`src/sv/mfbp_pkg.sv`:
```
`timescale 1ns / 1ps
// Shared definitions for the MSB-first bit packer: function codes, sequencer
// states, default sizes and the structs passed between its modules.
// No dependencies.
package mfbp_pkg;

    localparam int MAX_FIELD_WIDTH_DEF = 64;
    localparam int BITS_PER_BYTE       = 8;
    localparam logic [7:0] PACKET_SIZE_RESET = 8'd188;
    localparam logic [7:0] COUNT_MAX         = 8'd255;

    typedef enum logic [1:0] {
        FUNC_WRITE_BITS = 2'd0,
        FUNC_RAW_BYTE   = 2'd1,
        FUNC_FLUSH      = 2'd2,
        FUNC_RESTART    = 2'd3
    } func_t;

    typedef enum logic [1:0] {
        ST_IDLE   = 2'd0,
        ST_ALIGN  = 2'd1,
        ST_PACK   = 2'd2,
        ST_SINGLE = 2'd3
    } state_t;

    // Result of one step of the shared pack unit
    typedef struct packed {
        logic       emit;
        logic       last;
        logic [7:0] byte_val;
        logic [7:0] pending_next;
        logic [2:0] bit_count_next;
    } pack_step_t;

    // One byte headed for the output register
    typedef struct packed {
        logic [7:0] byte_val;
        logic       last;
        logic       overflow;
    } beat_t;

endpackage

```
`src/sv/msb_first_bit_packer.sv`:
```
`timescale 1ns / 1ps
// Top level of the MSB-first bit packer. Uses mfbp_pkg, mfbp_pack_unit and
// mfbp_out_reg.
//
// Packs fields of 1 to MAX_FIELD_WIDTH bits, most significant bit first, into
// a byte stream; each byte comes out with last_of_run (final byte caused by
// this input transaction) and overflow (packet byte count including this byte
// exceeds packet_size). func selects write bits, write raw byte, flush
// (pending bits left-aligned, zero-padded) or restart (drop pending bits and
// clear the packet count). Widths above MAX_FIELD_WIDTH are clamped; width
// zero writes nothing. One transaction at a time: in_ready is high only when
// the sequencer is idle. A bit write holds the input through an alignment
// step, one byte step per full byte formed from the pending and new bits and
// a merge step; a raw byte or flush holds it through the single-byte state
// after acceptance; a restart or empty flush completes at acceptance. The
// single shared shift/merge unit cuts one byte per cycle while the output
// register has a free slot, and stalls while it waits on out_ready.
// cfg_data writes packet_size (reset 188) and is always ready; write it only
// while idle.
module msb_first_bit_packer #(
    parameter int MAX_FIELD_WIDTH = mfbp_pkg::MAX_FIELD_WIDTH_DEF
) (
    input  logic        clk,
    input  logic        rst_n,
    input  logic        in_valid,
    output logic        in_ready,
    input  logic [1:0]  func,
    input  logic [6:0]  bit_width,
    input  logic [63:0] field_value,
    input  logic [7:0]  raw_byte,
    output logic        out_valid,
    input  logic        out_ready,
    output logic [7:0]  byte_out,
    output logic        last_of_run,
    output logic        overflow,
    input  logic        cfg_valid,
    output logic        cfg_ready,
    input  logic [7:0]  cfg_data
);

    localparam int RW = $clog2(MAX_FIELD_WIDTH + 1);

    mfbp_pkg::state_t state_reg, state_next;

    logic [7:0]                 pending_reg, pending_next;
    logic [2:0]                 bit_count_reg, bit_count_next;
    logic [7:0]                 pkt_count_reg, pkt_count_next;
    logic [7:0]                 packet_size_reg;
    logic [MAX_FIELD_WIDTH-1:0] aligned_reg, aligned_next;
    logic [RW-1:0]              remaining_reg, remaining_next;
    logic [7:0]                 hold_byte_reg, hold_byte_next;

    logic                       in_fire;
    logic                       slot_free;
    logic                       beat_load;
    mfbp_pkg::beat_t            beat;

    logic [MAX_FIELD_WIDTH-1:0] unit_aligned_next;
    logic [RW-1:0]              unit_remaining_next;
    mfbp_pkg::pack_step_t       step;

    logic                       cur_overflow;
    logic [7:0]                 pkt_count_inc;

    assign in_fire   = in_valid && in_ready;
    assign cfg_ready = 1'b1;

    // The packet count saturates, so 255 always compares as over the limit
    assign cur_overflow  = (pkt_count_reg >= packet_size_reg);
    assign pkt_count_inc = (pkt_count_reg == mfbp_pkg::COUNT_MAX) ? pkt_count_reg
                                                                  : pkt_count_reg + 8'd1;

    mfbp_pack_unit #(
        .MAX_FIELD_WIDTH (MAX_FIELD_WIDTH),
        .RW              (RW)
    ) u_pack_unit (
        .align_mode     (state_reg == mfbp_pkg::ST_ALIGN),
        .aligned        (aligned_reg),
        .remaining      (remaining_reg),
        .pending        (pending_reg),
        .bit_count      (bit_count_reg),
        .aligned_next   (unit_aligned_next),
        .remaining_next (unit_remaining_next),
        .step           (step)
    );

    mfbp_out_reg u_out_reg (
        .clk         (clk),
        .rst_n       (rst_n),
        .load        (beat_load),
        .beat        (beat),
        .slot_free   (slot_free),
        .out_valid   (out_valid),
        .out_ready   (out_ready),
        .byte_out    (byte_out),
        .last_of_run (last_of_run),
        .overflow    (overflow)
    );

    always_ff @(posedge clk or negedge rst_n)
    begin
        if (!rst_n)
        begin
            state_reg       <= mfbp_pkg::ST_IDLE;
            pending_reg     <= 8'd0;
            bit_count_reg   <= 3'd0;
            pkt_count_reg   <= 8'd0;
            packet_size_reg <= mfbp_pkg::PACKET_SIZE_RESET;
        end
        else
        begin
            state_reg     <= state_next;
            pending_reg   <= pending_next;
            bit_count_reg <= bit_count_next;
            pkt_count_reg <= pkt_count_next;
            if (cfg_valid && cfg_ready)
            begin
                packet_size_reg <= cfg_data;
            end
        end
    end

    always_ff @(posedge clk)
    begin
        aligned_reg   <= aligned_next;
        remaining_reg <= remaining_next;
        hold_byte_reg <= hold_byte_next;
    end

    always_comb
    begin
        state_next     = state_reg;
        pending_next   = pending_reg;
        bit_count_next = bit_count_reg;
        pkt_count_next = pkt_count_reg;
        aligned_next   = aligned_reg;
        remaining_next = remaining_reg;
        hold_byte_next = hold_byte_reg;
        in_ready       = 1'b0;
        beat_load      = 1'b0;
        beat.byte_val  = step.byte_val;
        beat.last      = step.last;
        beat.overflow  = cur_overflow;

        unique case (state_reg)
            mfbp_pkg::ST_IDLE:
            begin
                in_ready = 1'b1;
                if (in_valid)
                begin
                    unique case (func)
                        mfbp_pkg::FUNC_WRITE_BITS:
                        begin
                            // Clamp oversize widths, then left-align next cycle
                            aligned_next = field_value[MAX_FIELD_WIDTH-1:0];
                            if (bit_width > 7'(MAX_FIELD_WIDTH))
                            begin
                                remaining_next = RW'(MAX_FIELD_WIDTH);
                            end
                            else
                            begin
                                remaining_next = RW'(bit_width);
                            end
                            state_next = mfbp_pkg::ST_ALIGN;
                        end
                        mfbp_pkg::FUNC_RAW_BYTE:
                        begin
                            hold_byte_next = raw_byte;
                            state_next     = mfbp_pkg::ST_SINGLE;
                        end
                        mfbp_pkg::FUNC_FLUSH:
                        begin
                            if (bit_count_reg != 3'd0)
                            begin
                                hold_byte_next = 8'(pending_reg << (4'd8 - {1'b0, bit_count_reg}));
                                pending_next   = 8'd0;
                                bit_count_next = 3'd0;
                                state_next     = mfbp_pkg::ST_SINGLE;
                            end
                        end
                        mfbp_pkg::FUNC_RESTART:
                        begin
                            pending_next   = 8'd0;
                            bit_count_next = 3'd0;
                            pkt_count_next = 8'd0;
                        end
                        default:
                        begin
                            state_next = mfbp_pkg::ST_IDLE;
                        end
                    endcase
                end
            end
            mfbp_pkg::ST_ALIGN:
            begin
                aligned_next = unit_aligned_next;
                state_next   = mfbp_pkg::ST_PACK;
            end
            mfbp_pkg::ST_PACK:
            begin
                if (step.emit)
                begin
                    // Full byte available: advance only when the output slot is free
                    if (slot_free)
                    begin
                        beat_load      = 1'b1;
                        pkt_count_next = pkt_count_inc;
                        pending_next   = 8'd0;
                        bit_count_next = 3'd0;
                        aligned_next   = unit_aligned_next;
                        remaining_next = unit_remaining_next;
                    end
                end
                else
                begin
                    // Fewer than eight bits left: fold them in and finish
                    pending_next   = step.pending_next;
                    bit_count_next = step.bit_count_next;
                    state_next     = mfbp_pkg::ST_IDLE;
                end
            end
            mfbp_pkg::ST_SINGLE:
            begin
                beat.byte_val = hold_byte_reg;
                beat.last     = 1'b1;
                if (slot_free)
                begin
                    beat_load      = 1'b1;
                    pkt_count_next = pkt_count_inc;
                    state_next     = mfbp_pkg::ST_IDLE;
                end
            end
            default:
            begin
                state_next = mfbp_pkg::ST_IDLE;
            end
        endcase
    end

    // Bytes come only from the pack loop or the single-byte state
    assert property (@(posedge clk) disable iff (!rst_n)
        beat_load |-> (state_reg == mfbp_pkg::ST_PACK || state_reg == mfbp_pkg::ST_SINGLE))
        else $error("byte loaded outside an emitting state");

    // A byte cut from a bit write leaves nothing pending
    assert property (@(posedge clk) disable iff (!rst_n)
        (beat_load && state_reg == mfbp_pkg::ST_PACK) |=> bit_count_reg == 3'd0)
        else $error("pending bits survive an emitted byte");

    // Restart clears the packet count
    assert property (@(posedge clk) disable iff (!rst_n)
        (in_fire && func == mfbp_pkg::FUNC_RESTART) |=> pkt_count_reg == 8'd0)
        else $error("restart did not clear packet count");

    // Packet count only grows outside a restart
    assert property (@(posedge clk) disable iff (!rst_n)
        !(in_fire && func == mfbp_pkg::FUNC_RESTART) |=> pkt_count_reg >= $past(pkt_count_reg))
        else $error("packet count went backwards");

    // Alignment always hands over to the pack loop
    assert property (@(posedge clk) disable iff (!rst_n)
        state_reg == mfbp_pkg::ST_ALIGN |=> state_reg == mfbp_pkg::ST_PACK)
        else $error("alignment did not enter pack loop");

endmodule

```
`src/sv/mfbp_pack_unit.sv`:
```
`timescale 1ns / 1ps
// Shared shift/merge unit of the bit packer: left-aligns a field, then cuts
// one byte per step from the field and the pending partial byte.
// Depends on mfbp_pkg.
module mfbp_pack_unit #(
    parameter int MAX_FIELD_WIDTH = mfbp_pkg::MAX_FIELD_WIDTH_DEF,
    parameter int RW = $clog2(MAX_FIELD_WIDTH + 1)
) (
    input  logic                       align_mode,
    input  logic [MAX_FIELD_WIDTH-1:0] aligned,
    input  logic [RW-1:0]              remaining,
    input  logic [7:0]                 pending,
    input  logic [2:0]                 bit_count,
    output logic [MAX_FIELD_WIDTH-1:0] aligned_next,
    output logic [RW-1:0]              remaining_next,
    output mfbp_pkg::pack_step_t       step
);

    localparam logic [RW-1:0] W_VAL    = RW'(MAX_FIELD_WIDTH);
    localparam logic [RW:0]   BYTE_SUM = (RW + 1)'(mfbp_pkg::BITS_PER_BYTE);

    logic [7:0] top8;
    logic [3:0] take;
    logic [3:0] merge_shift;
    logic [RW:0] total;

    assign top8        = aligned[MAX_FIELD_WIDTH-1 -: 8];
    assign take        = 4'd8 - {1'b0, bit_count};
    assign merge_shift = 4'd8 - {1'b0, remaining[2:0]};
    assign total       = {1'b0, remaining} + (RW + 1)'(bit_count);

    always_comb
    begin
        step.emit      = (total >= BYTE_SUM);
        step.byte_val  = 8'(pending << take) | 8'(top8 >> bit_count);
        remaining_next = remaining - RW'(take);
        step.last      = (remaining_next < RW'(8));
        if (align_mode)
        begin
            aligned_next = aligned << (W_VAL - remaining);
        end
        else
        begin
            aligned_next = aligned << take;
        end
        // Partial step: fold the leftover bits into the pending byte
        step.pending_next   = 8'(pending << remaining[2:0]) | 8'(top8 >> merge_shift);
        step.bit_count_next = bit_count + remaining[2:0];
    end

endmodule

```
`src/sv/mfbp_out_reg.sv`:
```
`timescale 1ns / 1ps
// Output holding register of the bit packer: keeps one byte transaction
// until the consumer takes it. Depends on mfbp_pkg.
module mfbp_out_reg (
    input  logic            clk,
    input  logic            rst_n,
    input  logic            load,
    input  mfbp_pkg::beat_t beat,
    output logic            slot_free,
    output logic            out_valid,
    input  logic            out_ready,
    output logic [7:0]      byte_out,
    output logic            last_of_run,
    output logic            overflow
);

    logic            valid_reg;
    mfbp_pkg::beat_t beat_reg;

    assign slot_free = !valid_reg || out_ready;

    always_ff @(posedge clk or negedge rst_n)
    begin
        if (!rst_n)
        begin
            valid_reg <= 1'b0;
        end
        else if (slot_free)
        begin
            valid_reg <= load;
        end
    end

    always_ff @(posedge clk)
    begin
        if (slot_free && load)
        begin
            beat_reg <= beat;
        end
    end

    assign out_valid   = valid_reg;
    assign byte_out    = beat_reg.byte_val;
    assign last_of_run = beat_reg.last;
    assign overflow    = beat_reg.overflow;

endmodule
```
`config.mk`:
```
export PLATFORM = sky130hd
export DESIGN_NAME = msb_first_bit_packer
export DESIGN_NICKNAME = d
export VERILOG_FILES = /design/src/sv/mfbp_pkg.sv /design/src/sv/msb_first_bit_packer.sv /design/src/sv/mfbp_pack_unit.sv /design/src/sv/mfbp_out_reg.sv
export SDC_FILE = /design/constraint.sdc
export NUM_CORES = 1
export LEC_CHECK = 0
export ABC_CLOCK_PERIOD_IN_PS = 11700
export BUFFER_PORTS_ARGS = -buffer_cell sky130_fd_sc_hd__buf_2
export CAP_MARGIN = 20
export CORE_MARGIN = 4
export CORE_UTILIZATION = 65
export DETAILED_ROUTE_END_ITERATION = 6
export GPL_ROUTABILITY_DRIVEN = 0
export PLACE_DENSITY_LB_ADDON = 0.3
export RECOVER_POWER = 100
export SLEW_MARGIN = 25
export SYNTH_ARGS = -nofsm -noshare
export SYNTH_HDL_FRONTEND = slang
export SYNTH_SLANG_ARGS = --single-unit
```
`constraint.sdc`:
```
create_clock -name clk -period 11.7 [get_ports clk]
set_input_delay 0 -clock clk [delete_from_list [all_inputs] [get_ports clk]]
set_output_delay 0 -clock clk [all_outputs]
set_load 0.02 [all_outputs]
```
==> impl_results.md, run 1 <==
* Outcome: finished with violations
* Failing checks: design-rule violations, max-capacitance violations, max-slew violations
* Slew margin rel. at -165%
* Sequential area share after synthesis at 33.2%
* Crit start category: flip-flop
* TritonCTS clock tree: built
* Drt wl/cell at 25.3 um
* Mapped cell area at 10300 um^2
* Setup Viol. Count Final at 0
* First-pass GRT wire length at 54000 um
* Die X at 134 um
* Slew Limit Fails at roughly 170
* Fin crit share at 63.7%
* Kind of critical path: reg -> reg
* Share of the synthesized area in the top cell type at roughly a quarter
* Post-route ant nets at 0
* Synth area leaders: edfxtp_1 26%, mux2i_1 12%, mux4_2 12%
* Final core area utilization at between 80% and 90%
* Synthesized Nets at between 1000 and 1500
* Vias in the first global route at 9866
* Type of the tightest min-delay check: in -> reg
* F_max at 0.134 GHz
* Cells after synthesis at 997
* Maxcap violations at 3
* Core area at between 15000 and 20000 um^2
* # H-tree levels at 4
* Share of cells above drive strength 1 at 18.9%
* Worst slew pin tran at 3.97 ns
* Full die area at around 18000 um^2
* DP HPWL at 22800 um
* Fin crit period at 7.45 ns
* DRC at 21
* Antenna violations before repair at 0
* RSZ-0062 raised after global routing: false
* Worst r2r path cells at 9
* Routed Wire Length at 34800 um
* Synth Flop Type: edfxtp_1
* Row cnt at 45
* Skew-Pair Late Insertion Delay at about 0.44 ns
* R2R Path End: aligned_reg[62]
* Final Hold Vio Count at 0
* Final setup TNS at 0 ns
* Synth-to-Final Area Change at 19.2%
* CTS root buffer: clkbuf_16
* # diodes at 0
* CTS Buf Count at 17
* Grt ovf at 0
* WHS Path Cells at 2
* Vias post-DR at 9962
* Clock tree buffer depth at 2
* Origin of the worst min-delay path: cfg_valid
* Hold path endpoint: packet_size_reg[0]
* IO buf count at 105
* Number of flops mapped to enable cells by yosys at 89
* Worst EP arrival at 7.61 ns
* Iteration-0 DRC Markers at around 1900
* Final net count at 1277
* Ys Warns at 0
* Vias per inst at 7.23
* Most common cell in the netlist: nand2_1
* Synthesis-stage register bit count at approximately 120
* Crit path launch: bit_count_reg[0]
* Setup crit end kind: flip-flop
* Clk sinks at 119
* Largest net degree at the start of global routing at 71
* Synth area leader: edfxtp_1
* Avg Inst Size Synth at between 10 and 15 um^2
* Chip height at 134 um
* Ports at 107
* Worst-path clk slew at 0.06 ns
* Reg2reg setup slack at 4.25 ns
* Layout Skew at 0.0114 ns
* Largest register FFs at 64
* Crit Path Max Fanout at 70
* Crit path required time at 11.86 ns
* Commonest cells in the netlist: 131 x nand2_1, 129 x mux2i_1, 89 x edfxtp_1, 59 x o21ai_0, 54 x nor2_1
* Async SR Flop Fraction at 25.2%
* Critical R2R Launch: bit_count_reg[0]
* Yosys cell types at 78
* Setup Fix Bufs, Post-CTS at 0
* Tot GR Track Use at 38.8%
* TritonRoute pass-1 iters at 7
* Initial core utilization at 67.3%
## logic make-up (layout without fill, tap and decap cells)
group | count (synthesis) | count (layout) | share of synthesized area (%)
AOI/OAI and AO/OA | 248 | 248 | 17.2
xor gates and xnor gates | 13 | 13 | 1.10
buffers and inverters | 115 | 284 | 5.24
and+or+nand+nor | 259 | 259 | 11.1
muxes | 212 | 212 | 28.5
other | 1 | 1 | 0.0362
adders and majority gates | 30 | 30 | 3.77
DFF | 119 | 119 | 33.2
## stage by stage
stage / hold slack (ns) / std cells / setup WS, ns / area (um^2)
final: 0.0235 / 1377 / 4.25 / 12300
after global routing: 0.0114 / 1377 / 3.92 / 12300
after CTS: 0.00167 / 1376 / 6.81 / 12300
after detailed placement: 0.0860 / 1247 / 6.90 / 10800
after global placement: 0.0907 / 1247 / 7.05 / 10800
after floorplan: -0.296 / 997 / 7.03 / 10300
## placed cells by master, fill, tap and decap left out, drive strengths merged, types with 18 or more instances in the layout
master         n
a21oi         22
buf           99
mux2i        131
nand3         25
mux2          21
dlygate4sd3   98
nand2        131
mux4          60
o2bb2ai       18
edfxtp        89
clkbuf        32
dfrtp         25
inv           42
nor2          56
ha            28
o21ai         64
## routing by layer
layer / vias to the layer above / routed length, um / global-route usage [%]
met5: - / 0 / 0
met3: 217 / 4930 / 13.5
met1: 4640 / 11600 / 46.8
met4: 0 / 2260 / 19.1
li1: 4188 / - / -
met2: 917 / 16100 / 62.6
## layout make-up
type,count,area (um^2)
clock buffers,17,425
clock inverters,15,105
fillers,929,3040
inverters,40,150
multi-input cells,763,6400
flip-flops and latches,119,3430
well taps,211,264
repair buffers,212,1550
## worst max-delay path, stage by stage (launching register included)
cell      delay (ns)
dfrtp_1         0.94
inv_1           0.27
ha_1            0.69
mux2_2          0.29
clkbuf_1        2.77
o21ai_0         0.70
mux2i_1         0.77
mux2_1          0.37
o21a_1          0.22
o21ai_0         0.13
## worst max path at each step
stage               slack [ns]              end
finish                    4.25  aligned_reg[62]
global route              3.92  aligned_reg[51]
CTS                       6.81  aligned_reg[60]
detailed placement        6.90  aligned_reg[60]
global placement          7.05  aligned_reg[60]
floorplan                 7.03   aligned_reg[0]
## what timing repair did
item | in CTS | in global routing
hold buffers | 97 | 1
resized for setup | 0 | 0
hold endpoints to repair | 104 | 1
Power of run 1 is left out: the tool's default activity adds up to more than one toggle a clock period on the data nets, which glitch-free logic cannot reach.
==> run 2, diff against run 1 <==
--- a/config.mk
+++ b/config.mk
@@ -5,11 +5,11 @@
 export SDC_FILE = /design/constraint.sdc
 export NUM_CORES = 1
 export LEC_CHECK = 0
-export ABC_CLOCK_PERIOD_IN_PS = 11700
+export ABC_CLOCK_PERIOD_IN_PS = 6800
 export BUFFER_PORTS_ARGS = -buffer_cell sky130_fd_sc_hd__buf_2
 export CAP_MARGIN = 20
 export CORE_MARGIN = 4
-export CORE_UTILIZATION = 65
+export CORE_UTILIZATION = 55
 export DETAILED_ROUTE_END_ITERATION = 6
 export GPL_ROUTABILITY_DRIVEN = 0
 export PLACE_DENSITY_LB_ADDON = 0.3
==> constraint.sdc (replaced) <==
create_clock -name clk -period 6.8 [get_ports clk]
set_input_delay 0 -clock clk [delete_from_list [all_inputs] [get_ports clk]]
set_output_delay 0 -clock clk [all_outputs]
set_load 0.02 [all_outputs]
==> run 2 against run 1 <==
  * Wire length decreased by 8.1%
  * Critical path type unchanged
  * Fmax increased by 32%
  * Via count decreased by 5.7%
  * The flow finishes with violations (max-capacitance violations, max-slew violations)
  * Critical endpoint is now aligned_reg[35]
==> impl_results.md, run 2 (same netlist as run 1, synthesis figures left out) <==
* Slew margin rel. at -13.7%
* Setup crit end kind: flip-flop
* CP top delay family: multiplexers
* Drt wl/cell at 22.8 um
* Type of the tightest min-delay check: in -> reg
* Routed Wire Length at 32000 um
* # diodes at 0
* IO buf count at between 100 and 150
* Fillers at roughly 1400
* Final net count at around 1300
* Crit path required time at 6.99 ns
* Setup Fix Bufs, Post-CTS at 0
* First-pass GRT wire length at between 50000 and 60000 um
* Crit Path Max Fanout at 38
* Row cnt at 49
* CTS root buffer: clkbuf_16
* Slew Limit Fails at 94
* Tot GR Track Use at a little under a third
* TritonCTS clock tree: built
* Met1 Resource Use GR at 37.7%
* Core area at 18200 um^2
* Clock tree buffer depth at 2
* Critical path's largest stage delay at 1.07 ns
* Antenna violations before repair at 0
* # H-tree levels at 4
* Most common cell after layout, fill and taps aside: nand2_1
* CP Buf/Inv Count at 2
* Ordered list of cells on the worst path: inv_1 -> ha_1 -> mux2_1 -> clkbuf_2 -> mux4_2 -> mux2i_1 -> mux2i_1 -> nand2_1 -> o211ai_1 -> a22o_1
* Synth-to-Final Area Change at 20.3%
* Initial core utilization at 56.8%
* Failing checks: max-capacitance violations, max-slew violations
* F_max at between 0.15 and 0.2 GHz
* Critical-path top delay cell: mux2_1
* Chip height at 145 um
* Iteration-0 DRC Markers at 1070
* Fin crit period at 5.63 ns
* CTS Buf Count at 17
* DRC at 0
* Full die area at 21100 um^2
* Die X at 145 um
* Met2 usage in global routing at 48.8%
* Largest net degree at the start of global routing at 63
* Outcome: finished with violations
* Share of cells above drive strength 1 at 18.7%
* Worst EP arrival at 5.82 ns
* Crit path top cell by count: mux2i_1
* DP HPWL at 22300 um
* Vias per inst at 6.70
* Met3 GRT Util at 7.58%
* Post_cts resized at 0
* Leading cell types in the layout, fill and taps excluded: 131 x nand2_1, 128 x mux2i_1, 104 x dlygate4sd3_1, 92 x buf_2, 89 x edfxtp_1
* Gr busiest metal: met2
* Setup Viol. Count Final at 0
* Worst slew pin tran at 1.71 ns
* Grt ovf at 0
* Worst-path clk slew at 0.06 ns
* TritonRoute pass-1 iters at 6
* Largest register FFs at 64
* Clk sinks at 119
* RSZ-0062 raised after global routing: false
* Post-route ant nets at 0
* Vias post-DR at about 9400
* Skew-Pair Late Insertion Delay at 0.44 ns
* Layout Skew at 0.0134 ns
* Final setup TNS at 0 ns
* Post-CTS Hold Fix Bufs at roughly 100
* Vias in the first global route at 9209
* Kind of critical path: reg -> reg
* Fin crit share at between 80% and 90%
* Maxcap violations at 2
* Final Hold Vio Count at 0
* Crit start category: flip-flop
* Ports at ~110
[run 2: cell types whose count changed in the layout (fill, tap and decap cells not counted), moves of 2 or more]
cell and change:
clkinv_4 -4, clkbuf_2 +2, and2_0 -3, and2_1 +3
inv_6 -2, a21bo_2 -2, a21bo_1 +2, clkbuf_16 +2
dlygate4sd3_1 +6, inv_4 +3, buf_4 +2
[run 2: final timing paths]
path,start,endpoint,slack (ns),depth (start not counted)
setup / recovery,remaining_reg[0],aligned_reg[35],1.17,10
hold / removal,field_value[50],aligned_reg[50],0.04,4
setup reg to reg,remaining_reg[0],aligned_reg[35],1.17,10
hold reg to reg,pending_reg[7],pending_reg[7],0.53,2
max in group asynchronous,rst_n,packet_size_reg[0],5.28,2
min in group asynchronous,rst_n,pending_reg[2],0.53,2
[run 2: worst register-to-register path, delay by kind of cell (launching register included)]
kind            cells  cell delay (ns)
mux                 4             2.10
flops               1             1.04
buf+inv             2             1.16
compound gates      2             0.33
simple gates        1             0.13
fa+ha+maj           1             0.61
[run 2: per-layer routing]
layer  routed length (um)  up-vias
met2                15100      593
met4                 1750        0
li1                     -     4220
met1                12100     4467
met5                    0        -
met3                 3100      118
[run 2: cell type report]
class                   count  area (um^2)  share of cell area, %
clock buffers              20          489                   3.93
clock inverters            12         68.8                  0.553
inverters                  40          150                   1.21
multi-input cells         763         6390                   51.4
flip-flops and latches    119         3430                   27.6
well taps                 229          287                   2.30
repair buffers            220         1620                   13.1
[run 2: through the flow]
stage                     std cells  utilization [%]  area [um^2]  hold WS, ns  worst slack (ns)
final                          1403             68.3        12400       0.0435              1.17
after global routing           1403             68.3        12400       0.0232             0.860
after CTS                      1403             68.5        12500       0.0148              1.99
after detailed placement       1267             59.8        10900        0.102              2.02
after global placement         1267             59.7        10900       0.0961              2.07
after floorplan                 997                -        10300       -0.296              2.13
Power of run 2 is left out for the same reason.
==> run 3, diff against run 2 <==
--- a/config.mk
+++ b/config.mk
@@ -5,11 +5,11 @@
 export SDC_FILE = /design/constraint.sdc
 export NUM_CORES = 1
 export LEC_CHECK = 0
-export ABC_CLOCK_PERIOD_IN_PS = 6800
+export ABC_CLOCK_PERIOD_IN_PS = 5200
 export BUFFER_PORTS_ARGS = -buffer_cell sky130_fd_sc_hd__buf_2
 export CAP_MARGIN = 20
 export CORE_MARGIN = 4
-export CORE_UTILIZATION = 55
+export CORE_UTILIZATION = 61
 export DETAILED_ROUTE_END_ITERATION = 6
 export GPL_ROUTABILITY_DRIVEN = 0
 export PLACE_DENSITY_LB_ADDON = 0.3
==> constraint.sdc (replaced) <==
create_clock -name clk -period 5.2 [get_ports clk]
set_input_delay 0 -clock clk [delete_from_list [all_inputs] [get_ports clk]]
set_output_delay 0 -clock clk [all_outputs]
set_load 0.02 [all_outputs]
==> run 3 against run 2 <==
  * The flow finishes with violations (design-rule violations, max-capacitance violations, max-slew violations)
  * Utilization grew 6.7 points
  * Clock skew shrank 0.0013 ns
  * Die area fell by 9.3%
  * Cell area about the same
  * First-iteration DRC count grew 42%
  * Worst setup slack worse by 0.64 ns
  * Fmax grew 21%
  * Final cell count shrank 0.36%
  * Count of clock-buffer cells in the layout down 1
  * Via count increased by 3.2%
  * Largest cell class unchanged
==> impl_results.md, run 3 (same netlist as run 1, synthesis figures left out) <==
* Outcome: finished with violations
* Failing checks: design-rule violations, max-capacitance violations, max-slew violations
* Placed insts at about 1300
* Worst EP arrival at roughly 4.8 ns
* Clk sinks at 119
* Post_cts resized at 0
* Die X at about 140 um
* Crit path top cell by count: mux2i_1
* # diodes at 0
* Final core area utilization at 75.0%
* Post-route ant nets at 0
* Setup crit end kind: flip-flop
* Synth-to-Final Area Change at 20.3%
* Ordered list of cells on the worst path: clkbuf_1 -> mux2_4 -> mux4_1 -> mux2i_1 -> clkbuf_1 -> mux2i_1 -> mux2i_1 -> o21ai_0
* Final Non-Filler Cells at 1398
* Worst r2r path cells at 8
* DRC at 11
* RSZ-0062 raised after global routing: false
* # H-tree levels at 4
* Setup Fix Bufs, Post-CTS at 0
* Final Hold Vio Count at 0
* Fillers at 1140
* Register area at 3430 um^2
* R2R Path End: aligned_reg[63]
* Critical R2R Launch: remaining_reg[0]
* Fin crit share at 89.8%
* Crit path required time at between 5 and 6 ns
* Kind of critical path: reg -> reg
* WHS Path Cells at 3
* Reg2reg setup slack at 0.53 ns
* TritonCTS clock tree: built
* Antenna violations before repair at 0
* Origin of the worst min-delay path: field_value[43]
* Setup Viol. Count Final at 0
* DP HPWL at 22600 um
* Critical path's largest stage delay at 0.96 ns
* Most common cell after layout, fill and taps aside: nand2_1
* Tot GR Track Use at 34.7%
* Slew margin rel. at -18.6%
* Crit Path Max Fanout at 43
* TritonRoute pass-1 iters at 7
* Vias per inst at 6.94
* Row cnt at 47
* Slew Limit Fails at 31
* Final net count at 1289
* Largest register FFs at 64
* Vias in the first global route at about 9500
* Chip height at 138 um
* CP Buf/Inv Count at 2
* Core area at between 15000 and 20000 um^2
* Final instance area at 12400 um^2
* Grt ovf at 0
* Maxcap violations at 1
* Worst-path clk slew at 0.07 ns
* Largest net degree at the start of global routing at 46
* Layout Skew at around 0.012 ns
* Initial core utilization at 62.4%
* CTS root buffer: clkbuf_16
* IO buf count at ~110
* Ports at 107
* Iteration-0 DRC Markers at 1517
* Hold path endpoint: aligned_reg[43]
* Area after DPL at 10900 um^2
* Type of the tightest min-delay check: in -> reg
* Final setup TNS at 0 ns
* Clock tree buffer depth at 2
* Worst slew pin tran at 1.78 ns
* Vias post-DR at just under 10000
* F_max at 0.214 GHz
* Fin crit period at about 4.7 ns
* Area of the multi-input gates at about 6400 um^2
* CTS Buf Count at 17
* Post-CTS Hold Fix Bufs at 98
* Drt wl/cell at roughly 24 um
* Skew-Pair Late Insertion Delay at 0.44 ns
* Leading cell types in the layout, fill and taps excluded: 131 x nand2_1, 128 x mux2i_1, 98 x dlygate4sd3_1, 92 x buf_2, 89 x edfxtp_1
* Full die area at 19100 um^2
* Share of cells above drive strength 1 at 19.2%
* Crit start category: flip-flop
* First-pass GRT wire length at 52900 um
* Critical-path top delay cell: clkbuf_1
* CP top delay family: multiplexers
* Routed Wire Length at 33400 um
-- run 3: cell count changes in the layout (fill, tap and decap cells not counted), moves of 2 or more --
cell / previous run / this run
buf_4: 8 / 14
dlygate4sd3_1: 104 / 98
clkbuf_1: 14 / 19
clkinv_2: 7 / 3
inv_6: 0 / 3
mux2_1: 6 / 3
mux2_2: 14 / 17
and2_0: 1 / 3
and2_1: 4 / 2
clkinv_4: 1 / 3
-- run 3: area by class of cell --
type	count	share of cell area, %
clock buffer	19	3.73
clock inverter	13	0.935
inverter	40	1.21
multi-input combinational	763	51.3
sequential	119	27.6
tap	220	2.21
timing repair buffer	224	13.0
-- run 3: metrics by stage --
step / hold slack [ns] / setup WS (ns)
2_1_floorplan: -0.296 / 0.529
3_3_place_gp: 0.0882 / 1.08
3_5_place_dp: 0.0913 / 0.966
4_1_cts: 0.00446 / 0.922
5_1_grt: 0.00387 / 0.298
6_report: 0.0297 / 0.532
-- run 3: layer usage --
metal,track usage (%),share of wire (%),up-vias
met5,0,0,-
met3,8.63,12,166
li1,-,-,4212
met2,57.5,47,779
met4,16.0,5.7,0
met1,43.0,35,4540
-- run 3: worst min-delay path, stage by stage --
cell and delay (ns):
buf_2 0.09, a22oi_1 0.09, nand3_1 0.15
-- run 3: how the worst max path moves through the flow --
stage                          start         endpoint  slack, ns  cells after the start
floorplan           remaining_reg[1]   aligned_reg[0]       0.53                      7
global placement    bit_count_reg[1]  aligned_reg[59]       1.08                     10
detailed placement  bit_count_reg[1]  aligned_reg[58]       0.97                     10
CTS                 bit_count_reg[1]  aligned_reg[58]       0.92                     10
global route        remaining_reg[0]  aligned_reg[47]       0.30                      8
finish              remaining_reg[0]  aligned_reg[63]       0.53                      8
Power of run 3 is left out for the same reason.
